### src/sv/crc16rc_pkg.sv
// shared types, constants and the crc byte update for the crc16 record checker
package crc16rc_pkg;

	localparam int IDX_W = 7;
	localparam int LEN_W = 7;
	localparam int CRC_W = 16;

	localparam logic [IDX_W-1:0] RECORD_BYTES = 7'd64;
	localparam logic [CRC_W-1:0] CRC_INIT = 16'hFFFF;

	typedef enum logic [1:0] {
		REG_USE_GIVEN = 2'd0,
		REG_GIVEN_IDX = 2'd1,
		REG_MIN_LEN   = 2'd2,
		REG_MAX_LEN   = 2'd3
	} reg_idx_t;

	typedef enum logic [1:0] {
		ST_OK      = 2'd0,
		ST_CRC_BAD = 2'd1,
		ST_LEN_BAD = 2'd2,
		ST_TRUNC   = 2'd3
	} status_t;

	typedef struct packed {
		logic             use_given;
		logic [LEN_W-1:0] given_idx;
		logic [LEN_W-1:0] min_len;
		logic [LEN_W-1:0] max_len;
	} cfg_t;

	// crc-16 ccitt update with one byte, msb first
	function automatic logic [CRC_W-1:0] crc_byte(input logic [CRC_W-1:0] crc,
			input logic [7:0] b);
		logic [7:0]       x;
		logic [CRC_W-1:0] x16;
		x = crc[15:8] ^ b;
		x = x ^ (x >> 4);
		x16 = {8'h00, x};
		return {crc[7:0], 8'h00} ^ (x16 << 12) ^ (x16 << 5) ^ x16;
	endfunction

endpackage

### src/sv/crc16rc_cfg.sv
// configuration register file of the crc16 record checker
module crc16rc_cfg (
	input  logic                        clk,
	input  logic                        arst_n,
	input  logic                        wr_en,
	input  logic [1:0]                  wr_index,
	input  logic [crc16rc_pkg::LEN_W-1:0] wr_data,
	output crc16rc_pkg::cfg_t           cfg
);

	crc16rc_pkg::cfg_t cfg_q;

	always_ff @(posedge clk or negedge arst_n) begin
		if (!arst_n) begin
			cfg_q.use_given <= 1'b0;
			cfg_q.given_idx <= 7'd0;
			cfg_q.min_len   <= 7'd3;
			cfg_q.max_len   <= 7'd61;
		end else if (wr_en) begin
			unique case (crc16rc_pkg::reg_idx_t'(wr_index))
				crc16rc_pkg::REG_USE_GIVEN: cfg_q.use_given <= wr_data[0];
				crc16rc_pkg::REG_GIVEN_IDX: cfg_q.given_idx <= wr_data;
				crc16rc_pkg::REG_MIN_LEN:   cfg_q.min_len   <= wr_data;
				crc16rc_pkg::REG_MAX_LEN:   cfg_q.max_len   <= wr_data;
				default: ;
			endcase
		end
	end

	assign cfg = cfg_q;

endmodule

### config.mk
export PLATFORM = sky130hd
export DESIGN_NAME = crc16rc_cfg
export DESIGN_NICKNAME = d
export VERILOG_FILES = /design/src/sv/crc16rc_pkg.sv /design/src/sv/crc16rc_cfg.sv
export SDC_FILE = /design/constraint.sdc
export NUM_CORES = 1
export LEC_CHECK = 0
export BUFFER_PORTS_ARGS = -buffer_cell sky130_fd_sc_hd__buf_4
export CORE_UTILIZATION = 52
export CTS_BUF_LIST = sky130_fd_sc_hd__clkbuf_8
export DETAILED_ROUTE_END_ITERATION = 6
export PLACE_DENSITY = 0.85
export SYNTH_ARGS = -nofsm -noshare
export SYNTH_HDL_FRONTEND = slang
export SYNTH_SLANG_ARGS = --single-unit
export TNS_END_PERCENT = 100
### constraint.sdc
create_clock -name clk -period 2 [get_ports clk]
set_input_delay 0.4 -clock clk [delete_from_list [all_inputs] [get_ports clk]]
set_output_delay 0.4 -clock clk [all_outputs]
set_load 0.05 [all_outputs]
==> flow_summary_export.csv <==
group,metric,value,unit
power_and_ir_drop,p_leak,0.5475,nW
cts,cts_sinks,22,
cts,clockRootBuffer,"clkbuf_8",
detailed_routing,viasPerCell,5.465,
finish,final_common_cell,"buf_4",
critical_path,worstSetupStartpointType,"register",
global_route,grtUsageTotal,0.1943,
sta,fin_crit,1.394,ns
critical_path,crit_path_max_fanout,2,
critical_path,crit_chain,"buf_4",
global_route,antenna_found_initial,0,
detailed_routing,dr.pass1.iters,1,
global_route,grt_pass1_vias,553,
cts,cts-htree-levels,1,
critical_path,critical_path_buf_inv_count,1,
global_route,grt_overflow,0,
detailed_routing,avgRoutedWirePerCell,14.69,µm
floorplan,die_h,42.36,µm
detailed_routing,drc,0,
sta,fin_worst_skew,0,ns
detailed_routing,detail-route-antenna-nets,0,
critical_path,worstPathArrival,0.99,ns
critical_path,crit_slowest_cell,"dfstp_2",
finish,largest_register_ffs,22,
finish,syn_to_final_growth,36.93,%
flow_run,maxCapViolations,0,
sta,relSlewSlack,0.8195,
detailed_routing,first_iter_violations,0,
global_route,grt_max_degree,23,
floorplan,ioPinCount,34,
cts,insertion_delay,0.25,ns
sta,fmax,0.7175,GHz
critical_path,end_kind,"output pin",
cts,clk_pin_slew,0.07,ns
synth,synth_nets,60,
worst_hold_path,hp-class,"in -> async",
floorplan,fp.dieArea,0.001794,mm²
place,pre_cts_ws,0.6680,ns
sta,maxSlewViolCount,0,
synth,synth.avg_cell_area,17.65,µm²
floorplan,initial_utilization,0.5623,
synth,synth_cells,48,
synth,syn-cell-area,847.1,µm²
sta,finalWorstSetupSlack,0.6062,ns
power_and_ir_drop,power.density,1227,mW/mm²
sta,finalCritPeriodShare,0.6969,
floorplan,die_x,42.36,µm
critical_path,cp_top_family,"flip-flops",
cts,cts_resized,0,
power_and_ir_drop,ir_worst_vdd,866.4,µV
cts,cts_tree,"yes",
critical_path,max_stage_delay,0.55,ns
synth,synth-seq-cells,22,
global_route,grt_pass1_wl,2539,µm
synth,synth_cell_type_count,6,
sta,hold_viol_final,0,
finish,layout_common_cells,"33 x buf_4, 22 x mux2_2, 15 x dfrtp_1",
sta,rsz0062_at_grt,"false",
finish,antenna_cells,0,
detailed_routing,totalWireLength,1484,µm
cts,cts_buffers,3,
place,place.gp.congestion,0.6730,
cts,clock_path_buffers,2,
finish,stdcell_count,101,
detailed_routing,vias,552,
power_and_ir_drop,power.total,0.001424,W
cts,postCtsSetupRepairBufs,0,
run_status,outcome,"finished, final reports clean",
critical_path,crit_type,"reg -> out",
floorplan,rows,14,
finish,drive_gt1_frac,0.8000,
place,dpl.cell_count,97,
finish,fin_nets,98,
sta,fin_setup_tns,0,ns
synth,yosysWarnings,0,
sta,worst_pin_slew,0.2708,ns
critical_path,required,1.60,ns
place,port_buffers,33,
finish,final_util,0.7699,
cts,cts_hold_buf,0,
sta,setup_viol,0,
floorplan,core_area,0.001506,mm²
finish,fill_cells,102,
synth,yosysSeqAreaShare,0.6603,
-- cells by family (layout without fill, tap and decap cells) --
logic type,count (synthesis),after routing,synth area share
multiplexers,22,22,0.2925
flip-flops,22,22,0.6603
buffers and inverters,0,37,0
AND/OR/NAND/NOR,4,4,0.04727
-- where the power goes --
| part | internal, W | total (W) | switching, W |
|---|---|---|---|
| Sequential | 0.000549 | 0.000591 | 0.0000424 |
| Clock | 0.000136 | 0.000258 | 0.000122 |
| Combinational | 0.000189 | 0.000574 | 0.000385 |
-- cells in the mapped netlist --
cell	number	share of area
mux2_2	22	0.29
dfrtp_1	15	0.44
dfstp_2	7	0.22
nand3b_2	2	0.027
nand3_2	1	0.012
nor3b_1	1	0.0089
-- path summary, 6_finish.rpt --
check | start | end | slack [ns] | depth (start not counted)
worst max-delay path | cfg[4]$_DFFE_PN1P_ | cfg[4] | 0.61 | 1
worst min-delay path | arst_n | cfg[14]$_DFFE_PN0P_ | 0.02 | 1
worst max register to register | cfg[9]$_DFFE_PN0P_ | cfg[9]$_DFFE_PN0P_ | 1.24 | 1
worst min register to register | cfg[19]$_DFFE_PN0P_ | cfg[19]$_DFFE_PN0P_ | 0.51 | 1
max in group asynchronous | arst_n | cfg[8]$_DFFE_PN1P_ | 1.70 | 1
min in group clk | wr_data[1] | cfg[1]$_DFFE_PN0P_ | 0.39 | 2
-- layer usage --
layer,vias to the layer above,wire length (µm),GRT usage
met5,-,0,0
met4,0,9,0.07500
met3,2,80,0.04741
met2,19,790,0.3323
met1,280,604,0.2365
li1,251,-,-
-- area by class of cell --
type                       instances  area (µm²)  area share
sequential                        22       559.3      0.4822
tap                               16       20.02     0.01726
clock inverter                     1       3.754    0.003236
clock buffer                       3       41.29     0.03560
timing repair buffer              33       247.7      0.2136
multi-input combinational         26       287.8      0.2481
-- through the flow --
stage,hold slack (ns),cell area (µm²)
floorplan,0.1044,847.1
global placement,0.2960,1115
detailed placement,0.3007,1115
CTS,0.02146,1160
global route,0.03362,1160
finish,0.02204,1160
Note: power is estimated with default switching activity, not from simulation.
